**src/rtl/core/vcdg_pkg.sv**
```systemverilog
// shared types, widths and codes for the volume gradient block
// no dependencies
`default_nettype none

package vcdg_pkg;

    // default largest volume edge
    localparam int unsigned MAX_DIM_DEF = 256;

    // field widths
    localparam int unsigned CFG_W     = 9;
    localparam int unsigned CFG_IDX_W = 2;
    localparam int unsigned SAMPLE_W  = 16;
    localparam int unsigned GRAD_W    = 17;
    localparam int unsigned SLOT_W    = 2;

    // size register reset value
    localparam logic [CFG_W-1:0] SIZE_RESET = 9'd256;

    // last slot of the three-plane ring
    localparam logic [SLOT_W-1:0] SLOT_LAST = 2'd2;

    // most negative 17-bit code, never produced by a difference of two samples
    localparam logic [GRAD_W-1:0] GRAD_NEG_LIMIT = 17'h10000;

    // configuration register indexes
    typedef enum logic [CFG_IDX_W-1:0] {
        REG_SIZE_X = 2'd0,
        REG_SIZE_Y = 2'd1,
        REG_SIZE_Z = 2'd2
    } cfg_reg_t;

    // request function codes
    localparam logic FUNC_SAMPLE = 1'b0;
    localparam logic FUNC_DRAIN  = 1'b1;

    // control to datapath bundle, one per accepted request
    typedef struct packed {
        logic                emit;     // gradient leaves for this request
        logic                prime;    // first voxel of the volume, loads center
        logic                drain;    // emission from a drain request
        logic                x_first;
        logic                y_first;
        logic                y_last;
        logic                z_first;
        logic                z_last;
        logic                last;     // final voxel of the volume
        logic                fwd;      // next voxel is the one written this cycle
        logic [SAMPLE_W-1:0] sample;
    } dp_req_t;

endpackage

`default_nettype wire

```
**src/rtl/core/vcdg_ctrl.sv**
```systemverilog
// size registers, write and emit coordinate counters, ring addressing
// depends on vcdg_pkg
`default_nettype none

module vcdg_ctrl import vcdg_pkg::*; #(
    parameter  int unsigned MAX_DIM = MAX_DIM_DEF,
    localparam int unsigned DW      = $clog2(MAX_DIM),
    localparam int unsigned SW      = DW + 1,
    localparam int unsigned AW      = SLOT_W + 2 * DW
) (
    input  wire logic                 clk,
    input  wire logic                 rst_n,
    input  wire logic                 cfg_valid,
    input  wire logic [CFG_IDX_W-1:0] cfg_index,
    input  wire logic [CFG_W-1:0]     cfg_data,
    input  wire logic                 vox_accept,
    input  wire logic                 vox_func,
    input  wire logic [SAMPLE_W-1:0]  vox_sample,
    output logic                      mem_we,
    output logic      [AW-1:0]        mem_waddr,
    output logic                      mem_re,
    output logic      [AW-1:0]        raddr_next,
    output logic      [AW-1:0]        raddr_yn,
    output logic      [AW-1:0]        raddr_yp,
    output logic      [AW-1:0]        raddr_xp,
    output dp_req_t                   req
);

    function automatic logic [SW-1:0] clamp_dim(input logic [CFG_W-1:0] v);
        logic [SW-1:0] d;
        if (v == '0)
            d = SW'(1);
        else if (32'(v) > MAX_DIM)
            d = SW'(MAX_DIM);
        else
            d = SW'(v);
        return d;
    endfunction

    function automatic logic [SLOT_W-1:0] slot_inc(input logic [SLOT_W-1:0] s);
        return (s == SLOT_LAST) ? '0 : s + SLOT_W'(1);
    endfunction

    function automatic logic [SLOT_W-1:0] slot_dec(input logic [SLOT_W-1:0] s);
        return (s == '0) ? SLOT_LAST : s - SLOT_W'(1);
    endfunction

    logic [CFG_W-1:0]  size_x_reg, size_x_next;
    logic [CFG_W-1:0]  size_y_reg, size_y_next;
    logic [CFG_W-1:0]  size_z_reg, size_z_next;
    logic [DW-1:0]     wi_reg, wi_next, wj_reg, wj_next, wk_reg, wk_next;
    logic [SLOT_W-1:0] ws_reg, ws_next;
    logic              wr_done_reg, wr_done_next;
    logic [DW-1:0]     ei_reg, ei_next, ej_reg, ej_next, ek_reg, ek_next;
    logic [SLOT_W-1:0] es_reg, es_next;
    logic              em_done_reg, em_done_next;

    logic [DW-1:0]     lx, ly, lz;
    logic              cfg_hit;
    logic              sample_acc, emit_smp, emit_drn, emit;
    logic              wr_last, em_last;
    logic [DW-1:0]     wi_adv, wj_adv, wk_adv, ei_adv, ej_adv, ek_adv;
    logic [SLOT_W-1:0] ws_adv, es_adv;

    // last index along each axis from the clamped sizes
    always_comb
    begin
        lx = DW'(clamp_dim(size_x_reg) - SW'(1));
        ly = DW'(clamp_dim(size_y_reg) - SW'(1));
        lz = DW'(clamp_dim(size_z_reg) - SW'(1));
    end

    // raster advance of the write and emit coordinates
    always_comb
    begin
        wi_adv = wi_reg;
        wj_adv = wj_reg;
        wk_adv = wk_reg + DW'(1);
        ws_adv = ws_reg;
        if (wk_reg == lz)
        begin
            wk_adv = '0;
            wj_adv = wj_reg + DW'(1);
            if (wj_reg == ly)
            begin
                wj_adv = '0;
                wi_adv = wi_reg + DW'(1);
                ws_adv = slot_inc(ws_reg);
            end
        end
        ei_adv = ei_reg;
        ej_adv = ej_reg;
        ek_adv = ek_reg + DW'(1);
        es_adv = es_reg;
        if (ek_reg == lz)
        begin
            ek_adv = '0;
            ej_adv = ej_reg + DW'(1);
            if (ej_reg == ly)
            begin
                ej_adv = '0;
                ei_adv = ei_reg + DW'(1);
                es_adv = slot_inc(es_reg);
            end
        end
        wr_last = (wi_reg == lx) && (wj_reg == ly) && (wk_reg == lz);
        em_last = (ei_reg == lx) && (ej_reg == ly) && (ek_reg == lz);
    end

    // request decode
    always_comb
    begin
        cfg_hit    = cfg_valid && ((cfg_index == REG_SIZE_X) || (cfg_index == REG_SIZE_Y)
                                   || (cfg_index == REG_SIZE_Z));
        sample_acc = vox_accept && (vox_func == FUNC_SAMPLE) && !wr_done_reg;
        emit_smp   = sample_acc && (wi_reg != '0) && !em_done_reg;
        emit_drn   = vox_accept && (vox_func == FUNC_DRAIN) && wr_done_reg && !em_done_reg;
        emit       = emit_smp || emit_drn;
    end

    // ring addresses: slot, row, column
    always_comb
    begin
        mem_we     = sample_acc;
        mem_waddr  = {ws_reg, wj_reg, wk_reg};
        mem_re     = emit;
        raddr_next = {es_adv, ej_adv, ek_adv};
        raddr_yn   = {es_reg, ej_reg + DW'(1), ek_reg};
        raddr_yp   = {es_reg, ej_reg - DW'(1), ek_reg};
        raddr_xp   = {slot_dec(es_reg), ej_reg, ek_reg};
    end

    // bundle for the datapath
    always_comb
    begin
        req.emit    = emit;
        req.prime   = sample_acc && (wi_reg == '0) && (wj_reg == '0) && (wk_reg == '0);
        req.drain   = emit_drn;
        req.x_first = (ei_reg == '0);
        req.y_first = (ej_reg == '0);
        req.y_last  = (ej_reg == ly);
        req.z_first = (ek_reg == '0);
        req.z_last  = (ek_reg == lz);
        req.last    = em_last;
        req.fwd     = sample_acc && (mem_waddr == raddr_next);
        req.sample  = vox_sample;
    end

    // next state of registers and counters
    always_comb
    begin
        size_x_next  = size_x_reg;
        size_y_next  = size_y_reg;
        size_z_next  = size_z_reg;
        wi_next      = wi_reg;
        wj_next      = wj_reg;
        wk_next      = wk_reg;
        ws_next      = ws_reg;
        wr_done_next = wr_done_reg;
        ei_next      = ei_reg;
        ej_next      = ej_reg;
        ek_next      = ek_reg;
        es_next      = es_reg;
        em_done_next = em_done_reg;
        if (cfg_hit)
        begin
            case (cfg_index)
                REG_SIZE_X: size_x_next = cfg_data;
                REG_SIZE_Y: size_y_next = cfg_data;
                REG_SIZE_Z: size_z_next = cfg_data;
                default:    size_x_next = size_x_reg;
            endcase
            wi_next      = '0;
            wj_next      = '0;
            wk_next      = '0;
            ws_next      = '0;
            wr_done_next = 1'b0;
            ei_next      = '0;
            ej_next      = '0;
            ek_next      = '0;
            es_next      = '0;
            em_done_next = 1'b0;
        end
        else
        begin
            if (sample_acc)
            begin
                if (wr_last)
                begin
                    wr_done_next = 1'b1;
                end
                else
                begin
                    wi_next = wi_adv;
                    wj_next = wj_adv;
                    wk_next = wk_adv;
                    ws_next = ws_adv;
                end
            end
            if (emit)
            begin
                if (em_last)
                begin
                    em_done_next = 1'b1;
                end
                else
                begin
                    ei_next = ei_adv;
                    ej_next = ej_adv;
                    ek_next = ek_adv;
                    es_next = es_adv;
                end
            end
        end
    end

    // state registers
    always_ff @(posedge clk or negedge rst_n)
    begin
        if (!rst_n)
        begin
            size_x_reg  <= SIZE_RESET;
            size_y_reg  <= SIZE_RESET;
            size_z_reg  <= SIZE_RESET;
            wi_reg      <= '0;
            wj_reg      <= '0;
            wk_reg      <= '0;
            ws_reg      <= '0;
            wr_done_reg <= 1'b0;
            ei_reg      <= '0;
            ej_reg      <= '0;
            ek_reg      <= '0;
            es_reg      <= '0;
            em_done_reg <= 1'b0;
        end
        else
        begin
            size_x_reg  <= size_x_next;
            size_y_reg  <= size_y_next;
            size_z_reg  <= size_z_next;
            wi_reg      <= wi_next;
            wj_reg      <= wj_next;
            wk_reg      <= wk_next;
            ws_reg      <= ws_next;
            wr_done_reg <= wr_done_next;
            ei_reg      <= ei_next;
            ej_reg      <= ej_next;
            ek_reg      <= ek_next;
            es_reg      <= es_next;
            em_done_reg <= em_done_next;
        end
    end

endmodule

`default_nettype wire

```
**config.mk**
```make
export PLATFORM = sky130hd
export DESIGN_NAME = vcdg_ctrl
export DESIGN_NICKNAME = d
export VERILOG_FILES = /design/src/rtl/core/vcdg_pkg.sv /design/src/rtl/core/vcdg_ctrl.sv
export SDC_FILE = /design/constraint.sdc
export NUM_CORES = 1
export LEC_CHECK = 0
export BUFFER_PORTS_ARGS = -buffer_cell sky130_fd_sc_hd__buf_4
export CAP_MARGIN = 10
export CORE_MARGIN = 1
export CORE_UTILIZATION = 60
export CTS_CLUSTER_DIAMETER = 60
export DETAILED_ROUTE_END_ITERATION = 8
export PLACE_DENSITY = 0.9
export SYNTH_ARGS = -nofsm -noshare
export SYNTH_HDL_FRONTEND = slang
export SYNTH_SLANG_ARGS = --single-unit
```
**constraint.sdc**
```tcl
create_clock -name clk -period 8.1 [get_ports clk]
set_input_delay 1.62 -clock clk [delete_from_list [all_inputs] [get_ports clk]]
set_output_delay 1.62 -clock clk [all_outputs]
set_load 0.02 [all_outputs]
```
==> results of run 1 <==
-- placed cells by master (no fill, tap or decap), types with 8 or more instances in the layout --
cell      synthesis  final
buf_4            39    122
dfrtp_1          78     78
nor2_1           73     73
nand2_1          55     55
xnor2_1          42     42
o21ai_0          40     40
nand3_1          39     39
xor2_1           37     37
inv_1            35     35
a21oi_1          30     30
mux2_2           28     28
nor4_1           27     27
ha_1             18     18
mux2i_1          12     12
nand4_1          11     11
nor3_1           12     11
clkbuf_8          0     11
or4_1             9      9
or3_1             9      9
a31oi_1          10      9
a21o_1            9      9
and3_1            8      8
o31ai_1           8      8
-- synth_stat cells, types with 8 or more instances --
master	number
a21o_1	9
a21oi_1	30
a31oi_1	10
and3_1	8
buf_2	10
buf_4	39
clkbuf_1	38
dfrtp_1	78
ha_1	18
inv_1	35
mux2_2	28
mux2i_1	12
nand2_1	55
nand3_1	39
nand4_1	11
nor2_1	73
nor3_1	12
nor4_1	27
o21ai_0	40
o31ai_1	8
or3_1	9
or4_1	9
xnor2_1	42
xor2_1	37
-- area by class of cell --
type / instances / area (um2)
clock buffers: 13 / 159
clock inverters: 2 / 37.5
fillers: 890 / 3370
inverters: 39 / 146
multi-input cells: 582 / 3960
flip-flops and latches: 81 / 2030
well taps: 140 / 175
repair buffers: 122 / 916
-- stage by stage --
stage	hold WS [ns]	worst slack [ns]	cells	utilization (%)
4_1_cts	0.517	1.45	979	68.8
6_report	0.522	1.36	979	68.8
3_3_place_gp	0.503	1.92	964	67.0
3_5_place_dp	0.500	1.89	964	67.0
5_1_grt	0.533	1.01	979	68.8
2_1_floorplan	0.478	2.28	793	-
-- power groups by stage --
stage / Combinational (mW) / Sequential (mW) / Clock, mW
after global routing: 0.443 / 0.536 / 0.327
after CTS: 0.403 / 0.524 / 0.310
after detailed placement: 0.399 / 0.531 / 0
final: 0.407 / 0.526 / 0.306
after global placement: 0.392 / 0.528 / 0
after floorplan: 0.333 / 0.498 / 0
-- worst paths after layout --
path,to,depth (start not counted)
hold reg to reg,em_done_reg,1
setup reg to reg,ei_reg[7],12
max in group asynchronous,ek_reg[7],1
min in group asynchronous,ej_reg[0],1
hold / removal,em_done_reg,1
setup / recovery,req[16],13
-- metal layers --
metal | part of all wire (%) | vias to the layer above | GRT usage, %
met5 | 0 | - | 0
met4 | 3.3 | 0 | 14.8
met3 | 9.3 | 62 | 6.63
met2 | 48 | 358 | 53.4
met1 | 40 | 2989 | 41.7
li1 | - | 2879 | -
-- cell families (layout without fill, tap and decap cells) --
kind of cell | after synthesis | count (layout) | synth area share, %
and+or+nand+nor | 292 | 292 | 23.6
AOI/OAI and AO/OA | 152 | 152 | 15.2
buffers and inverters | 130 | 176 | 9.90
DFF | 81 | 81 | 30.6
xor gates and xnor gates | 80 | 80 | 10.8
muxes | 40 | 40 | 6.56
adders and majority gates | 18 | 18 | 3.39
==> results.cfg, run 1 <==
[layout]
area_delta_synth_final_pct = 11.9
final_area_um2 = 7420
drive_gt1_share_pct = 22.2
diodes = 0
nets = 885

[flow_run]
drv_cap = 0

[pwr]
power_leakage_nw = 3.33
p_total_mw = 1.24
swShare_pct = 36.6
p_switching_mw = 0.453
vdd.ir_drop.worst_mv = 0.138
seqPwrFrac_pct = 42.5
internal_power_mw = 0.785
combPwrFrac_pct = 32.8
clkPwrFrac_pct = 24.7
powerDensity_nw_per_um2 = 167

[clock_tree]
cts_resized = 0
clk_latency_ns = 0.37
numCtsBuffers = 9
ctsHoldBuffers = 0
htreeDepth = 3
cts_tree = done
cts-root-buf = clkbuf_8
cts.sink_count = 81
post-cts-setup-buffers = 0
cts_buffer_depth = 2
clk_pin_slew_ns = 0.08

[floorplanning]
initial_core_util_pct = 61.5
die_area_um2 = 11500
pin_count = 150
die_x_um = 107
die_h_um = 107
core_um2 = 10800
row_count = 38

[synthesis]
synth.avg_cell_area_um2 = 8.37
synth_area_um2 = 6640
ys_seq_area_share_pct = 30.6
synthFlopType = dfrtp_1
yosysTopAreaCellShare_pct = 29.4
synth_cell_types = 78
synthArstFlopShare_pct = 100
synthesis.instances = 793
synth_area_leaders = dfrtp_1 (29%), xnor2_1 (5.5%), xor2_1 (4.9%)
yosys.area.top_type = dfrtp_1
ys_warn_count = 0
synth_nets = 843
synth_edf_count = 0
ys_seq_elements = 81

[critical_path]
crit_slowest_cell = nor3_2
r2r_start = size_z_reg[8]
crit_chain = inv_2 -> a22oi_1 -> ha_1 -> nor4bb_1 -> o21ai_1 -> a21oi_1 -> o2111ai_1 -> nor3_2 -> a22oi_1 -> a211oi_1 -> o2111ai_1 -> nor4_1 -> buf_4
cp_num_buf_inv = 2
criticalPathCategory = flop to primary output
critPathLaunchType = flop
cp_data_arrival_time_ns = 5.12
crit_path_max_fanout = 16
worst-r2r-setup-slack_ns = 3.34
cp_top_family = simple AND/OR/NAND/NOR gates
critPathRequiredTime_ns = 6.48
endpoint_kind = primary output
startpoint = size_z_reg[8]
cpPeakStageDelay_ns = 0.87

[routing]
drt-total-wl_um = 18300
drtAntennaViolNets = 0
wl_per_cell_um = 18.7
firstDrtPassIters = 5
first_iter_violations = 540
via_count = 6288
vias_per_cell = 6.42
drc = 0

[sta]
relSlewSlack_pct = 21.4
drv_slew = 0
fin_setup_tns_ns = 0
fmax_mhz = 148
setup_viol = 0
fin_crit_sh_pct = 83.2
finClkSkew_ns = 0.00757
worst_pin_slew_ns = 1.16
rsz0062_at_grt = no
finalCriticalPeriod_ns = 6.74
hold_viol = 0

[global_routing]
antenna_found_initial = 0
grt_overflow_total = 0
grt_max_degree = 82
grt_pass1_wl_um = 28900
grt_pass1_vias = 5712
grt.total_usage_pct = 32.7

[hold_path]
hp-start = em_done_reg
hp-class = flop to flop

[run_status]
outcome = finished, final reports clean

[placement]
port_buffers = 117
place.gp.congestion = 0.918
post_dp_cell_area_um2 = 7230
dp_hpwl_um = 13400
Note: power is estimated with default switching activity, not from simulation.
==> run 2, diff against run 1 <==
--- a/config.mk
+++ b/config.mk
@@ -8,10 +8,10 @@
 export BUFFER_PORTS_ARGS = -buffer_cell sky130_fd_sc_hd__buf_4
 export CAP_MARGIN = 10
 export CORE_MARGIN = 1
-export CORE_UTILIZATION = 60
+export CORE_UTILIZATION = 56
 export CTS_CLUSTER_DIAMETER = 60
 export DETAILED_ROUTE_END_ITERATION = 8
-export PLACE_DENSITY = 0.9
+export PLACE_DENSITY = 0.85
 export SYNTH_ARGS = -nofsm -noshare
 export SYNTH_HDL_FRONTEND = slang
 export SYNTH_SLANG_ARGS = --single-unit
==> constraint.sdc (replaced) <==
create_clock -name clk -period 6.4 [get_ports clk]
set_input_delay 1.28 -clock clk [delete_from_list [all_inputs] [get_ports clk]]
set_output_delay 1.28 -clock clk [all_outputs]
set_load 0.02 [all_outputs]
==> results.cfg, run 2 (synthesis results as in run 1) <==
[routing]
drc = 0
firstDrtPassIters = 7
drtAntennaViolNets = 0
first_iter_violations = 457
wl_per_cell_um = 19.0
drt-total-wl_um = 18700
vias_per_cell = 6.37
via_count = 6276

[critical_path]
criticalPathCategory = flop to primary output
critPathLaunchType = flop
critPathRequiredTime_ns = 5.12
cp_data_arrival_time_ns = 4.79
crit_chain = nor4_4 -> a22oi_1 -> ha_4 -> xor2_1 -> o21ai_0 -> a2111oi_0 -> o211ai_1 -> or4_1 -> a311oi_1 -> o32a_1 -> nand4_1 -> nor4_1 -> buf_4
endpoint_kind = primary output
startpoint = size_z_reg[4]
r2r_start = size_x_reg[2]
cpPeakStageDelay_ns = 0.70
r2r_end = wj_reg[6]
r2r.worst_path.cells = 12
cp_num_buf_inv = 1
crit_path_max_fanout = 13
crit_slowest_cell = or4_1
worst-r2r-setup-slack_ns = 1.79
cp_top_family = simple AND/OR/NAND/NOR gates

[floorplanning]
pin_count = 150
initial_core_util_pct = 57.9
die_x_um = 111
die_area_um2 = 12300
core_um2 = 11500
row_count = 39
die_h_um = 111

[sta]
holdWs_ns = 0.513
hold_viol = 0
drv_slew = 0
relSlewSlack_pct = 27.6
fin_crit_sh_pct = 94.8
setup_viol = 0
rsz0062_at_grt = no
setup_slack_ns = 0.332
fmax_mhz = 165
finalCriticalPeriod_ns = 6.07
worst_pin_slew_ns = 1.07
finClkSkew_ns = 0.00829
fin_setup_tns_ns = 0

[run_status]
outcome = finished, final reports clean

[hold_path]
hp-class = flop to flop
min_delay_path_depth = 1
hold_path_end = em_done_reg
hp-start = em_done_reg

[clock_tree]
post-cts-setup-buffers = 0
htreeDepth = 3
cts_tree = done
clk_latency_ns = 0.35
ctsHoldBuffers = 0
clk_pin_slew_ns = 0.06
cts-root-buf = clkbuf_16
cts.sink_count = 81
cts_buffer_depth = 2
numCtsBuffers = 9

[pwr]
powerDensity_nw_per_um2 = 222
power_leakage_nw = 3.37
vdd.ir_drop.worst_mv = 0.173
p_total_mw = 1.67

[layout]
drive_gt1_share_pct = 22.8
postLayoutCoreUtil_pct = 65.7
final_cell_mix = buf_4 (124), dfrtp_1 (78), nor2_1 (73)
final_common_cell = buf_4
nets = 887
diodes = 0
final_area_um2 = 7540
stdcell_count = 985
area_delta_synth_final_pct = 13.6

[placement]
post_dp_cell_area_um2 = 7250
port_buffers = 117
pre_cts_slack_ns = 0.607
dp_hpwl_um = 13600
place.gp.congestion = 0.935
dp_cells = 969

[global_routing]
grt.total_usage_pct = 30.8
grt_overflow_total = 0
grt_pass1_vias = 5861
grt_max_degree = 82
antenna_found_initial = 0
grt_pass1_wl_um = 30000

[flow_run]
drv_cap = 0
==> run 2: cell count changes in the layout (fill, tap and decap cells not counted), sizes merged <==
| cell | before | now |
|---|---|---|
| bufinv | 1 | 0 |
| inv | 38 | 40 |
| clkbuf | 13 | 9 |
| clkinvlp | 1 | 3 |
| buf | 122 | 124 |
| clkinv | 1 | 3 |
==> run 2: layout make-up <==
| type | instances | area (um2) |
|---|---|---|
| flip-flops and latches | 81 | 2030 |
| clock inverters | 7 | 53.8 |
| multi-input cells | 582 | 3970 |
| clock buffers | 9 | 225 |
| inverters | 39 | 146 |
| repair buffers | 124 | 931 |
| fillers | 983 | 3930 |
| well taps | 143 | 179 |
==> run 2: metal layers <==
metal	track usage, %	share of wire (%)	vias up
li1	-	-	2887
met1	37.6	40	3049
met2	52.1	49	281
met3	7.33	7.5	59
met4	12.5	3.4	0
met5	0	0	-
==> run 2: worst max-delay path by stage <==
stage,endpoint,slack (ns),cells after the start
2_1_floorplan,req[16],0.92,15
3_3_place_gp,req[16],0.66,13
3_5_place_dp,req[16],0.61,13
4_1_cts,req[16],0.23,13
5_1_grt,req[16],0.05,13
6_report,req[16],0.33,13
==> run 2: what timing repair did <==
item / CTS / global route
endpoints found under the hold margin: 0 / 0
endpoints found under the setup margin: 0 / 1
gates resized for setup: 0 / 2
==> run 2: power by group <==
part / switching [mW] / internal, mW / leakage (nW)
Sequential: 0.105 / 0.561 / 1.06
Combinational: 0.279 / 0.238 / 2.18
Clock: 0.224 / 0.265 / 0.128
Total: 0.608 / 1.06 / 3.37
