<file path="src/rtl/core/vcdg_pkg.sv">
// shared types, widths and codes for the volume gradient block
// no dependencies
`default_nettype none

package vcdg_pkg;

    // default largest volume edge
    localparam int unsigned MAX_DIM_DEF = 256;

    // field widths
    localparam int unsigned CFG_W     = 9;
    localparam int unsigned CFG_IDX_W = 2;
    localparam int unsigned SAMPLE_W  = 16;
    localparam int unsigned GRAD_W    = 17;
    localparam int unsigned SLOT_W    = 2;

    // size register reset value
    localparam logic [CFG_W-1:0] SIZE_RESET = 9'd256;

    // last slot of the three-plane ring
    localparam logic [SLOT_W-1:0] SLOT_LAST = 2'd2;

    // most negative 17-bit code, never produced by a difference of two samples
    localparam logic [GRAD_W-1:0] GRAD_NEG_LIMIT = 17'h10000;

    // configuration register indexes
    typedef enum logic [CFG_IDX_W-1:0] {
        REG_SIZE_X = 2'd0,
        REG_SIZE_Y = 2'd1,
        REG_SIZE_Z = 2'd2
    } cfg_reg_t;

    // request function codes
    localparam logic FUNC_SAMPLE = 1'b0;
    localparam logic FUNC_DRAIN  = 1'b1;

    // control to datapath bundle, one per accepted request
    typedef struct packed {
        logic                emit;     // gradient leaves for this request
        logic                prime;    // first voxel of the volume, loads center
        logic                drain;    // emission from a drain request
        logic                x_first;
        logic                y_first;
        logic                y_last;
        logic                z_first;
        logic                z_last;
        logic                last;     // final voxel of the volume
        logic                fwd;      // next voxel is the one written this cycle
        logic [SAMPLE_W-1:0] sample;
    } dp_req_t;

endpackage

`default_nettype wire

</file>
<file path="src/rtl/core/vcdg_grad.sv">
// gradient datapath: read stage, neighbor select, differences, output register
// depends on vcdg_pkg
`default_nettype none

module vcdg_grad import vcdg_pkg::*; (
    input  wire logic                clk,
    input  wire logic                rst_n,
    input  wire dp_req_t             req,
    input  wire logic [SAMPLE_W-1:0] rd_next,
    input  wire logic [SAMPLE_W-1:0] rd_yn,
    input  wire logic [SAMPLE_W-1:0] rd_yp,
    input  wire logic [SAMPLE_W-1:0] rd_xp,
    input  wire logic                out_ready,
    output logic                     busy,
    output logic                     out_valid,
    output logic signed [GRAD_W-1:0] grad_x,
    output logic signed [GRAD_W-1:0] grad_y,
    output logic signed [GRAD_W-1:0] grad_z,
    output logic                     last_voxel
);

    function automatic logic [GRAD_W-1:0] diff(input logic [SAMPLE_W-1:0] hi,
                                               input logic [SAMPLE_W-1:0] lo);
        return {1'b0, hi} - {1'b0, lo};
    endfunction

    logic                s1_valid_reg, s1_valid_next;
    dp_req_t             s1_reg, s1_next;
    logic [SAMPLE_W-1:0] cur_reg, cur_next;
    logic [SAMPLE_W-1:0] prev_reg, prev_next;
    logic                out_valid_reg, out_valid_next;
    logic [GRAD_W-1:0]   gx_reg, gx_next, gy_reg, gy_next, gz_reg, gz_next;
    logic                last_reg, last_next;

    logic                take, advance;
    logic [SAMPLE_W-1:0] next_val, xn, xp, yn, yp, zn, zp;

    // output slot free or leaving this cycle
    always_comb
    begin
        take    = !out_valid_reg || out_ready;
        advance = s1_valid_reg && take;
        busy    = s1_valid_reg && !take;
    end

    // neighbor select with edge clamping to the center voxel
    always_comb
    begin
        next_val = s1_reg.fwd ? s1_reg.sample : rd_next;
        xn = s1_reg.drain   ? cur_reg : s1_reg.sample;
        xp = s1_reg.x_first ? cur_reg : rd_xp;
        yn = s1_reg.y_last  ? cur_reg : rd_yn;
        yp = s1_reg.y_first ? cur_reg : rd_yp;
        zn = s1_reg.z_last  ? cur_reg : next_val;
        zp = s1_reg.z_first ? cur_reg : prev_reg;
    end

    // pipeline next state
    always_comb
    begin
        s1_valid_next  = s1_valid_reg;
        s1_next        = s1_reg;
        cur_next       = cur_reg;
        prev_next      = prev_reg;
        out_valid_next = out_valid_reg;
        gx_next        = gx_reg;
        gy_next        = gy_reg;
        gz_next        = gz_reg;
        last_next      = last_reg;
        if (out_ready)
        begin
            out_valid_next = 1'b0;
        end
        if (advance)
        begin
            s1_valid_next  = 1'b0;
            out_valid_next = 1'b1;
            gx_next        = diff(xn, xp);
            gy_next        = diff(yn, yp);
            gz_next        = diff(zn, zp);
            last_next      = s1_reg.last;
            cur_next       = next_val;
            prev_next      = cur_reg;
        end
        if (req.emit)
        begin
            s1_valid_next = 1'b1;
            s1_next       = req;
        end
        // first voxel of a volume seeds the center window
        if (req.prime)
        begin
            cur_next = req.sample;
        end
    end

    // control registers
    always_ff @(posedge clk or negedge rst_n)
    begin
        if (!rst_n)
        begin
            s1_valid_reg  <= 1'b0;
            out_valid_reg <= 1'b0;
        end
        else
        begin
            s1_valid_reg  <= s1_valid_next;
            out_valid_reg <= out_valid_next;
        end
    end

    // payload registers
    always_ff @(posedge clk)
    begin
        s1_reg   <= s1_next;
        cur_reg  <= cur_next;
        prev_reg <= prev_next;
        gx_reg   <= gx_next;
        gy_reg   <= gy_next;
        gz_reg   <= gz_next;
        last_reg <= last_next;
    end

    assign out_valid  = out_valid_reg;
    assign grad_x     = signed'(gx_reg);
    assign grad_y     = signed'(gy_reg);
    assign grad_z     = signed'(gz_reg);
    assign last_voxel = last_reg;

endmodule

`default_nettype wire

</file>
<file path="config.mk">
export PLATFORM = sky130hd
export DESIGN_NAME = vcdg_grad
export DESIGN_NICKNAME = d
export VERILOG_FILES = /design/src/rtl/core/vcdg_pkg.sv /design/src/rtl/core/vcdg_grad.sv
export SDC_FILE = /design/constraint.sdc
export NUM_CORES = 1
export LEC_CHECK = 0
export BUFFER_PORTS_ARGS = -buffer_cell sky130_fd_sc_hd__clkbuf_2
export CORE_ASPECT_RATIO = 1.5
export CORE_MARGIN = 1
export CORE_UTILIZATION = 30
export CTS_BUF_LIST = sky130_fd_sc_hd__clkbuf_16
export DETAILED_ROUTE_END_ITERATION = 12
export HOLD_SLACK_MARGIN = 0.06
export PLACE_DENSITY = 0.51
export SYNTH_ARGS = -nofsm -noshare
export SYNTH_HDL_FRONTEND = slang
export SYNTH_SLANG_ARGS = --single-unit
</file>
<file path="constraint.sdc">
create_clock -name clk -period 6.23 [get_ports clk]
set_input_delay 0.623 -clock clk [delete_from_list [all_inputs] [get_ports clk]]
set_output_delay 0.623 -clock clk [all_outputs]
set_load 0.005 [all_outputs]
</file>
==> impl_metrics.tcl, run 1 <==
set metrics [dict create \
    status "complete, no violations" \
    viasPerCell 4.85 \
    nNetsFinal 866 \
    synth_area_um2 7110 \
    die-area_um2 24300 \
    total_leakage_power_nw 3.51 \
    synth_cell_types 54 \
    largest_reg_flops 24 \
    core_area_um2 23100 \
    finalMaxSlewViolations 0 \
    drv_cap 0 \
    cts_tree "yes" \
    final_util_pct 36.5 \
    initial_core_util_pct 30.7 \
    grt_pass1_wl_um 28300 \
    fmaxAchievable_mhz 284 \
    crit_required_ns 6.42 \
    pre_cts_ws_ns 2.67 \
    relSlewSlack_pct 33.3 \
    dp_cells 1025 \
    power_density_nw_per_um2 299 \
    fillCellCount 2377 \
    syn_to_final_growth_pct 18.7 \
    yosysWarnings 0 \
    setup_viol 0 \
    clockBufferDepth 2 \
    drive_above_1_share_pct 34.1 \
    final.setup.tns_ns 0 \
    layout_setup_ws_ns 2.71 \
    clock_latency_ns 0.36 \
    cts_made_buffers 9 \
    synth_nets 728 \
    post_drt_wl_per_cell_um 17.3 \
    syn_area_per_cell_um2 12.2 \
    critPathLaunchType "flop" \
    post-route-period-util_pct 56.5 \
    period_minus_slack_ns 3.52 \
    io_pins 147 \
    rsz0062_at_grt "no" \
    grt_pass1_vias 5291 \
    clkTransAtPathRegs_ns 0.07 \
    die-height_um 191 \
    tightestPinTransition_ns 1.00 \
    antenna_found_initial 3 \
    track_usage_pct 15.4 \
    rows 68 \
    crit_arrival_ns 3.71 \
    endpoint_kind "flop" \
    vias 5058 \
    dp_hpwl_um 14400 \
    multi_input_area_um2 3670 \
    fin_cells 1043 \
    finClkSkew_ns 0.00763 \
    cts_root_buffer "clkbuf_16" \
    portBuffers 146 \
    synth-seq-area-share_pct 46.3 \
    routed_wl_um 18100 \
    overflow 0 \
    grt_start_max_net_pins 56 \
    synth-seq-cells 110 \
    report.final.hold_viol_count 0 \
    place_congestion 0.829 \
    cts_resized 0 \
    dr.pass1.iters 4 \
    drtAntennaViolNets 0 \
    irDropWorstVdd_mv 0.144 \
    synth-edff-count 108 \
    dieWidth_um 128 \
    min_path_type "input port to flop" \
    synthFlopType "edfxtp_1" \
    path_max_fanout 16 \
    critPathKind "flop to flop" \
    cts-htree-levels 3 \
    cts_sinks 110 \
    drtIter0Drc 198 \
    async_reset_ff_share_pct 1.82 \
    syn_inst 584 \
    ff_latch_area_um2 3290 \
    drc 0 \
]
[where the power goes]
part	internal, mW	total, mW	switching [mW]
Clock	0.269	0.543	0.274
Combinational	0.430	0.898	0.468
Sequential	0.996	1.08	0.0884
Total	1.69	2.52	0.831
[layout by cell type, fill, tap and decap left out, drive strengths merged, types with 19 or more instances in the layout]
cell    synthesis  layout
clkbuf         14     155
edfxtp        108     108
mux2           78      78
mux2i          51      51
ha             48      48
nor2           33      33
a21oi          30      30
o21ai          24      24
xnor2          23      23
nand2          22      22
inv            18      19
[worst paths after layout]
path                       startpoint            to  slack (ns)  cells after the start
max reg2reg                s1_reg[16]    grad_z[16]        2.71                     11
min reg2reg                s1_reg[17]    last_voxel        0.44                      0
max                        s1_reg[16]    grad_z[16]        2.71                     11
min                           req[23]    s1_reg[23]        0.44                      1
max in group asynchronous       rst_n  s1_valid_reg        5.55                      2
min in group asynchronous       rst_n     out_valid        0.58                      2
[cell families after synthesis]
kind of cell	share of synthesized area [%]
mux	19.5
compound gates	12.1
flops	46.3
simple gates	6.87
fa+ha+maj	9.30
buf+inv	2.06
xor+xnor	3.82
[critical path: stages, from the launching register on]
cell      delay [ns]
edfxtp_1        0.84
mux2_2          0.42
mux2i_1         0.15
ha_1            0.19
inv_1           0.06
fa_1            0.46
a21oi_1         0.26
o22ai_1         0.15
o21ai_1         0.15
a21boi_1        0.12
a211o_1         0.31
a311oi_1        0.24
[what timing repair did]
item | in CTS | in global routing
endpoints found under the setup margin | 0 | 0
buffers inserted | 0 | 0
hold endpoints to repair | 2 | 0
hold buffers | 1 | 0
[layout make-up]
cell class | count | area share [%]
timing repair buffer | 148 | 8.87
clock buffer | 9 | 2.67
antenna | 1 | 0.0297
clock inverter | 7 | 0.460
multi-input combinational | 435 | 43.5
tap | 315 | 4.67
sequential | 110 | 39.0
inverter | 18 | 0.801
[metrics by stage]
step | power, mW | hold WS (ns) | area [µm²]
after floorplan | 1.71 | 0.327 | 7110
after global placement | 1.99 | 0.407 | 8160
after detailed placement | 2.00 | 0.411 | 8160
after CTS | 2.56 | 0.420 | 8440
after global routing | 2.69 | 0.423 | 8440
final | 2.52 | 0.435 | 8440
[cells in the mapped netlist, drive strengths merged (2+ instances only)]
cell type	n	area share [%]
o211ai	2	0.21
a21o	11	1.2
o21a	11	1.2
o31ai	4	0.42
fa	3	0.85
nand3	8	0.56
xor2	8	0.99
mux2	78	12
edfxtp	108	46
a211oi	5	0.60
ha	48	8.5
nand2	22	1.2
buf	7	0.37
dfrtp	2	0.70
a21oi	30	2.2
o21ai	24	1.7
and3	4	0.35
inv	18	0.95
mux2i	51	7.2
xnor2	23	2.8
a311oi	2	0.25
a2111oi	2	0.25
o21bai	3	0.32
a21boi	3	0.32
or2	3	0.26
nor2	33	1.7
clkbuf	14	0.74
a211o	5	0.62
nor3b	2	0.21
nand2b	10	0.88
nand4	3	0.26
nor2b	10	0.99
o31a	5	0.62
a31oi	8	0.70
[routing by layer]
metal	share of wire, %	GRT usage, %
met2	53	28.3
met4	2.5	6.47
met3	4.1	3.00
met1	40	17.2
met5	0.13	0
Power figures use the tool's default switching activity.
==> inputs of run 2 (changes only) <==
==> constraint.sdc (replaced) <==
create_clock -name clk -period 3.4 [get_ports clk]
set_input_delay 0.34 -clock clk [delete_from_list [all_inputs] [get_ports clk]]
set_output_delay 0.34 -clock clk [all_outputs]
set_load 0.005 [all_outputs]
==> run 2 against run 1 <==
Compared with the run above: largest power group unchanged; critical path type unchanged; worst setup slack worse by 2.4 ns; flip-flop and latch count stayed put; die area stayed put; non-clock buffer count is 9 higher.
==> impl_metrics.tcl, run 2 (synthesis results as in run 1) <==
set metrics [dict create \
    power_density_nw_per_um2 545 \
    period_minus_slack_ns 3.13 \
    grt_pass1_wl_um 28000 \
    crit_path_top_delay_cell "fa_1" \
    slowest_delay_ns 0.40 \
    p_total_mw 4.64 \
    cts_tree "yes" \
    io_pins 147 \
    critPathLaunchType "flop" \
    r2r_end "grad_z[16]" \
    crit_path_cell_trace "buf_6 -> mux2_2 -> mux2_2 -> fa_1 -> a21oi_1 -> o22ai_1 -> o21ai_1 -> a21boi_1 -> a211o_1 -> a311oi_1" \
    syn_to_final_growth_pct 19.8 \
    crit_arrival_ns 3.31 \
    clkTransAtPathRegs_ns 0.07 \
    cts_sinks 110 \
    die-area_um2 24300 \
    post_drt_wl_per_cell_um 17.1 \
    r2r_cells 10 \
    rsz0062_at_grt "no" \
    drtIter0Drc 143 \
    finalMaxSlewViolations 0 \
    dp_hpwl_um 14600 \
    final.setup.tns_ns 0 \
    drive_above_1_share_pct 34.9 \
    crit_family "compound AO/OA/AOI/OAI gates" \
    crit_required_ns 3.58 \
    nNetsFinal 875 \
    status "complete, no violations" \
    layout_common_cells "146 x clkbuf_2, 108 x edfxtp_1, 78 x mux2_2" \
    rows 68 \
    path_buf_inv 1 \
    grt_pass1_vias 5342 \
    overflow 0 \
    path_max_fanout 15 \
    irDropWorstVdd_mv 0.242 \
    postCtsSetupBuffers 0 \
    drc 0 \
    total_leakage_power_nw 3.56 \
    hold_path_end "s1_reg[22]" \
    drtAntennaViolNets 0 \
    fillCellCount 2347 \
    tightestPinTransition_ns 0.713 \
    endpoint_kind "flop" \
    hold_slack_ns 0.154 \
    clockBufferDepth 2 \
    dr.pass1.iters 4 \
    largest_reg_flops 24 \
    r2r_setup_slack_ns 0.27 \
    cts_made_buffers 9 \
    initial_core_util_pct 30.7 \
    routed_wl_um 18000 \
    clock_latency_ns 0.36 \
    place_congestion 0.830 \
    crit_top_cell "mux2_2" \
    r2r_start "s1_reg[16]" \
    cts-htree-levels 3 \
    post-route-period-util_pct 92.0 \
    grt_start_max_net_pins 37 \
    drv_cap 0 \
    dieWidth_um 128 \
    viasPerCell 4.86 \
    core_area_um2 23100 \
    finClkSkew_ns 0.00904 \
    die-height_um 191 \
    min_path_cells 1 \
    antenna_found_initial 4 \
    hold_start "req[22]" \
    fmaxAchievable_mhz 320 \
    final_common_cell "clkbuf_2" \
    vias 5120 \
    cts_root_buffer "clkbuf_16" \
    portBuffers 146 \
    min_path_type "input port to flop" \
    relSlewSlack_pct 52.5 \
    track_usage_pct 15.2 \
    critPathKind "flop to flop" \
    setup_viol 0 \
    report.final.hold_viol_count 0 \
]
==> run 2: worst register-to-register path, stage by stage, from the launching register on <==
cell      delay (ns)
edfxtp_1        0.37
buf_6           0.21
mux2_2          0.36
mux2_2          0.29
fa_1            0.40
a21oi_1         0.26
o22ai_1         0.15
o21ai_1         0.15
a21boi_1        0.15
a211o_1         0.33
a311oi_1        0.28
==> run 2: worst max-delay path by stage <==
stage          slack (ns)        from         end  depth (start not counted)
2_1_floorplan        0.14  s1_reg[16]  grad_z[13]                         11
3_3_place_gp         0.27  s1_reg[16]  grad_z[13]                         10
3_5_place_dp         0.23  s1_reg[16]  grad_z[13]                         10
4_1_cts              0.22  s1_reg[16]  grad_z[13]                         10
5_1_grt              0.04  s1_reg[16]  grad_z[13]                         10
6_report             0.27  s1_reg[16]  grad_z[16]                         10
==> run 2: per-stage QoR <==
stage                     util, %  instance area, µm²  std cells  setup WS, ns
after CTS                    36.7                8500       1051         0.222
after global placement       35.6                8230       1034         0.272
after global routing         36.8                8510       1051        0.0367
final                        36.8                8510       1053         0.271
after detailed placement     35.6                8230       1034         0.230
after floorplan                 -                7110        584         0.138
==> run 2: final cells by class <==
type / instances / area, µm² / area share (%)
Timing Repair Buffer: 157 / 820 / 9.63
Tap cell: 315 / 394 / 4.63
Inverter: 18 / 67.6 / 0.794
Antenna cell: 2 / 5.00 / 0.0588
Multi-Input combinational cell: 435 / 3670 / 43.1
Clock buffer: 9 / 225 / 2.65
Sequential cell: 110 / 3290 / 38.7
Clock inverter: 7 / 38.8 / 0.456
==> run 2: power breakdown <==
| part | switching, mW | internal, mW | leakage [nW] |
|---|---|---|---|
| logic | 0.895 | 0.797 | 2.36 |
| clock network | 0.508 | 0.492 | 0.132 |
| registers | 0.126 | 1.82 | 1.07 |
| total | 1.53 | 3.11 | 3.56 |
==> run 2: repair_timing <==
action	in CTS	in global routing
hold buffers	1	0
hold endpoints to repair	2	0
gates resized for setup	0	1
endpoints found under the setup margin	0	1
==> run 2: metal layers <==
layer	up-vias	share of wire [%]	wire length (µm)	global-route usage [%]
li1	2521	-	-	-
met1	2432	39	7080	16.5
met2	134	53	9600	28.2
met3	29	4.8	871	3.06
met4	4	2.6	477	7.15
met5	-	0.14	26	0
==> inputs of run 3 (changes only) <==
==> constraint.sdc (replaced) <==
create_clock -name clk -period 3.2 [get_ports clk]
set_input_delay 0.32 -clock clk [delete_from_list [all_inputs] [get_ports clk]]
set_output_delay 0.32 -clock clk [all_outputs]
set_load 0.005 [all_outputs]
==> run 3 against run 2 <==
Compared with the run above: design area rose by 0.85%; first-iteration DRC count rose by 12%; combinational power rose by 8%; via count fell by 0.64%; non-clock buffer count rose by 1; critical path type unchanged.
==> impl_metrics.tcl, run 3 (synthesis results as in run 1) <==
set metrics [dict create \
    status "complete, no violations" \
    dieWidth_um 128 \
    grt_pass1_wl_um 27800 \
    clock_latency_ns 0.36 \
    clkTransAtPathRegs_ns 0.07 \
    clockBufferDepth 2 \
    crit_required_ns 3.38 \
    relSlewSlack_pct 53.2 \
    slowest_delay_ns 0.42 \
    final_common_cell "clkbuf_2" \
    place_congestion 0.832 \
    drc 0 \
    min_path_type "input port to flop" \
    grt_start_max_net_pins 69 \
    report.final.hold_viol_count 0 \
    stdcell_area_um2 8580 \
    finalMaxSlewViolations 0 \
    fmaxAchievable_mhz 332 \
    track_usage_pct 15.2 \
    crit_top_cell "mux2_2" \
    cts_sinks 110 \
    path_max_fanout 15 \
    post_drt_wl_per_cell_um 17.0 \
    critPathLaunchType "flop" \
    cts_tree "yes" \
    syn_to_final_growth_pct 20.8 \
    grt_pass1_vias 5412 \
    routed_wl_um 17800 \
    initial_core_util_pct 30.7 \
    final.setup.tns_ns 0 \
    portBuffers 146 \
    post_dp_cell_area_um2 8270 \
    rows 68 \
    vias 5087 \
    largest_reg_flops 24 \
    post-route-period-util_pct 94.1 \
    crit_family "compound AO/OA/AOI/OAI gates" \
    period_minus_slack_ns 3.01 \
    io_pins 147 \
    core_area_um2 23100 \
    crit_path_top_delay_cell "fa_1" \
    cts-htree-levels 3 \
    antenna_found_initial 4 \
    drtIter0Drc 160 \
    drv_cap 0 \
    fillCellCount 2346 \
    setup_viol 0 \
    drive_above_1_share_pct 35.4 \
    rsz0062_at_grt "no" \
    final_util_pct 37.1 \
    irDropWorstVdd_mv 0.297 \
    layout_common_cells "146 x clkbuf_2, 108 x edfxtp_1, 78 x mux2_2" \
    crit_arrival_ns 3.20 \
    nNetsFinal 876 \
    dr.pass1.iters 5 \
    viasPerCell 4.84 \
    overflow 0 \
    cts_root_buffer "clkbuf_16" \
    die-height_um 191 \
    cts_made_buffers 9 \
    total_leakage_power_nw 3.58 \
    crit_path_cell_trace "buf_12 -> mux2_2 -> mux2_2 -> fa_1 -> a21oi_2 -> o22ai_1 -> o21ai_1 -> a21boi_1 -> a211o_1 -> a311oi_2" \
    power_density_nw_per_um2 584 \
    finClkSkew_ns 0.00812 \
    drtAntennaViolNets 0 \
    tightestPinTransition_ns 0.702 \
    path_buf_inv 1 \
    dp_hpwl_um 14300 \
    die-area_um2 24300 \
    critPathKind "flop to flop" \
    endpoint_kind "flop" \
]
==> run 3: power breakdown <==
| group | internal [mW] | switching [mW] | leakage (nW) | total, mW |
|---|---|---|---|---|
| clock | 0.595 | 0.517 | 0.136 | 1.11 |
| combinational | 0.866 | 0.968 | 2.38 | 1.83 |
| sequential | 1.94 | 0.131 | 1.07 | 2.07 |
| total | 3.40 | 1.62 | 3.58 | 5.02 |
==> run 3: layout make-up <==
cell class | instances | area [µm²] | share of cell area (%)
clock inverters | 5 | 53.8 | 0.627
multi-input cells | 435 | 3680 | 42.9
diodes | 2 | 5.00 | 0.0583
well taps | 315 | 394 | 4.59
clock buffers | 9 | 225 | 2.62
inverters | 18 | 67.6 | 0.787
flip-flops and latches | 110 | 3290 | 38.4
repair buffers | 158 | 861 | 10.0
==> run 3: path summary, 6_finish.rpt <==
path	from	end	slack (ns)	cells past startpoint
setup / recovery	s1_reg[16]	grad_z[16]	0.19	10
hold / removal	req[23]	s1_reg[23]	0.13	1
setup reg to reg	s1_reg[16]	grad_z[16]	0.19	10
hold reg to reg	s1_reg[17]	last_voxel	0.42	0
max in group asynchronous	rst_n	out_valid	2.82	2
min in group asynchronous	rst_n	s1_valid_reg	0.29	2
==> run 3: stage by stage <==
step                worst slack (ns)  hold WS (ns)  std cells  power [mW]
finish                         0.187         0.134       1052        5.02
global route                  0.0195         0.117       1050        5.34
CTS                            0.101         0.119       1050        5.06
detailed placement             0.127         0.108       1035        3.92
global placement               0.185         0.105       1035        3.89
floorplan                     0.0744        0.0244        584        3.33
==> run 3: per-layer routing <==
layer / vias up / global-route usage [%] / wire length (µm)
li1: 2528 / - / -
met1: 2384 / 16.3 / 7130
met2: 137 / 28.1 / 9350
met3: 34 / 3.37 / 803
met4: 4 / 6.61 / 528
met5: - / 0 / 27
==> run 3: repair_timing <==
item / 4_1_cts / 5_1_grt
hold buffers: 1 / 0
setup endpoints to repair: 0 / 3
hold endpoints to repair: 2 / 0
gates resized for setup: 0 / 3
setup buffers: 0 / 0
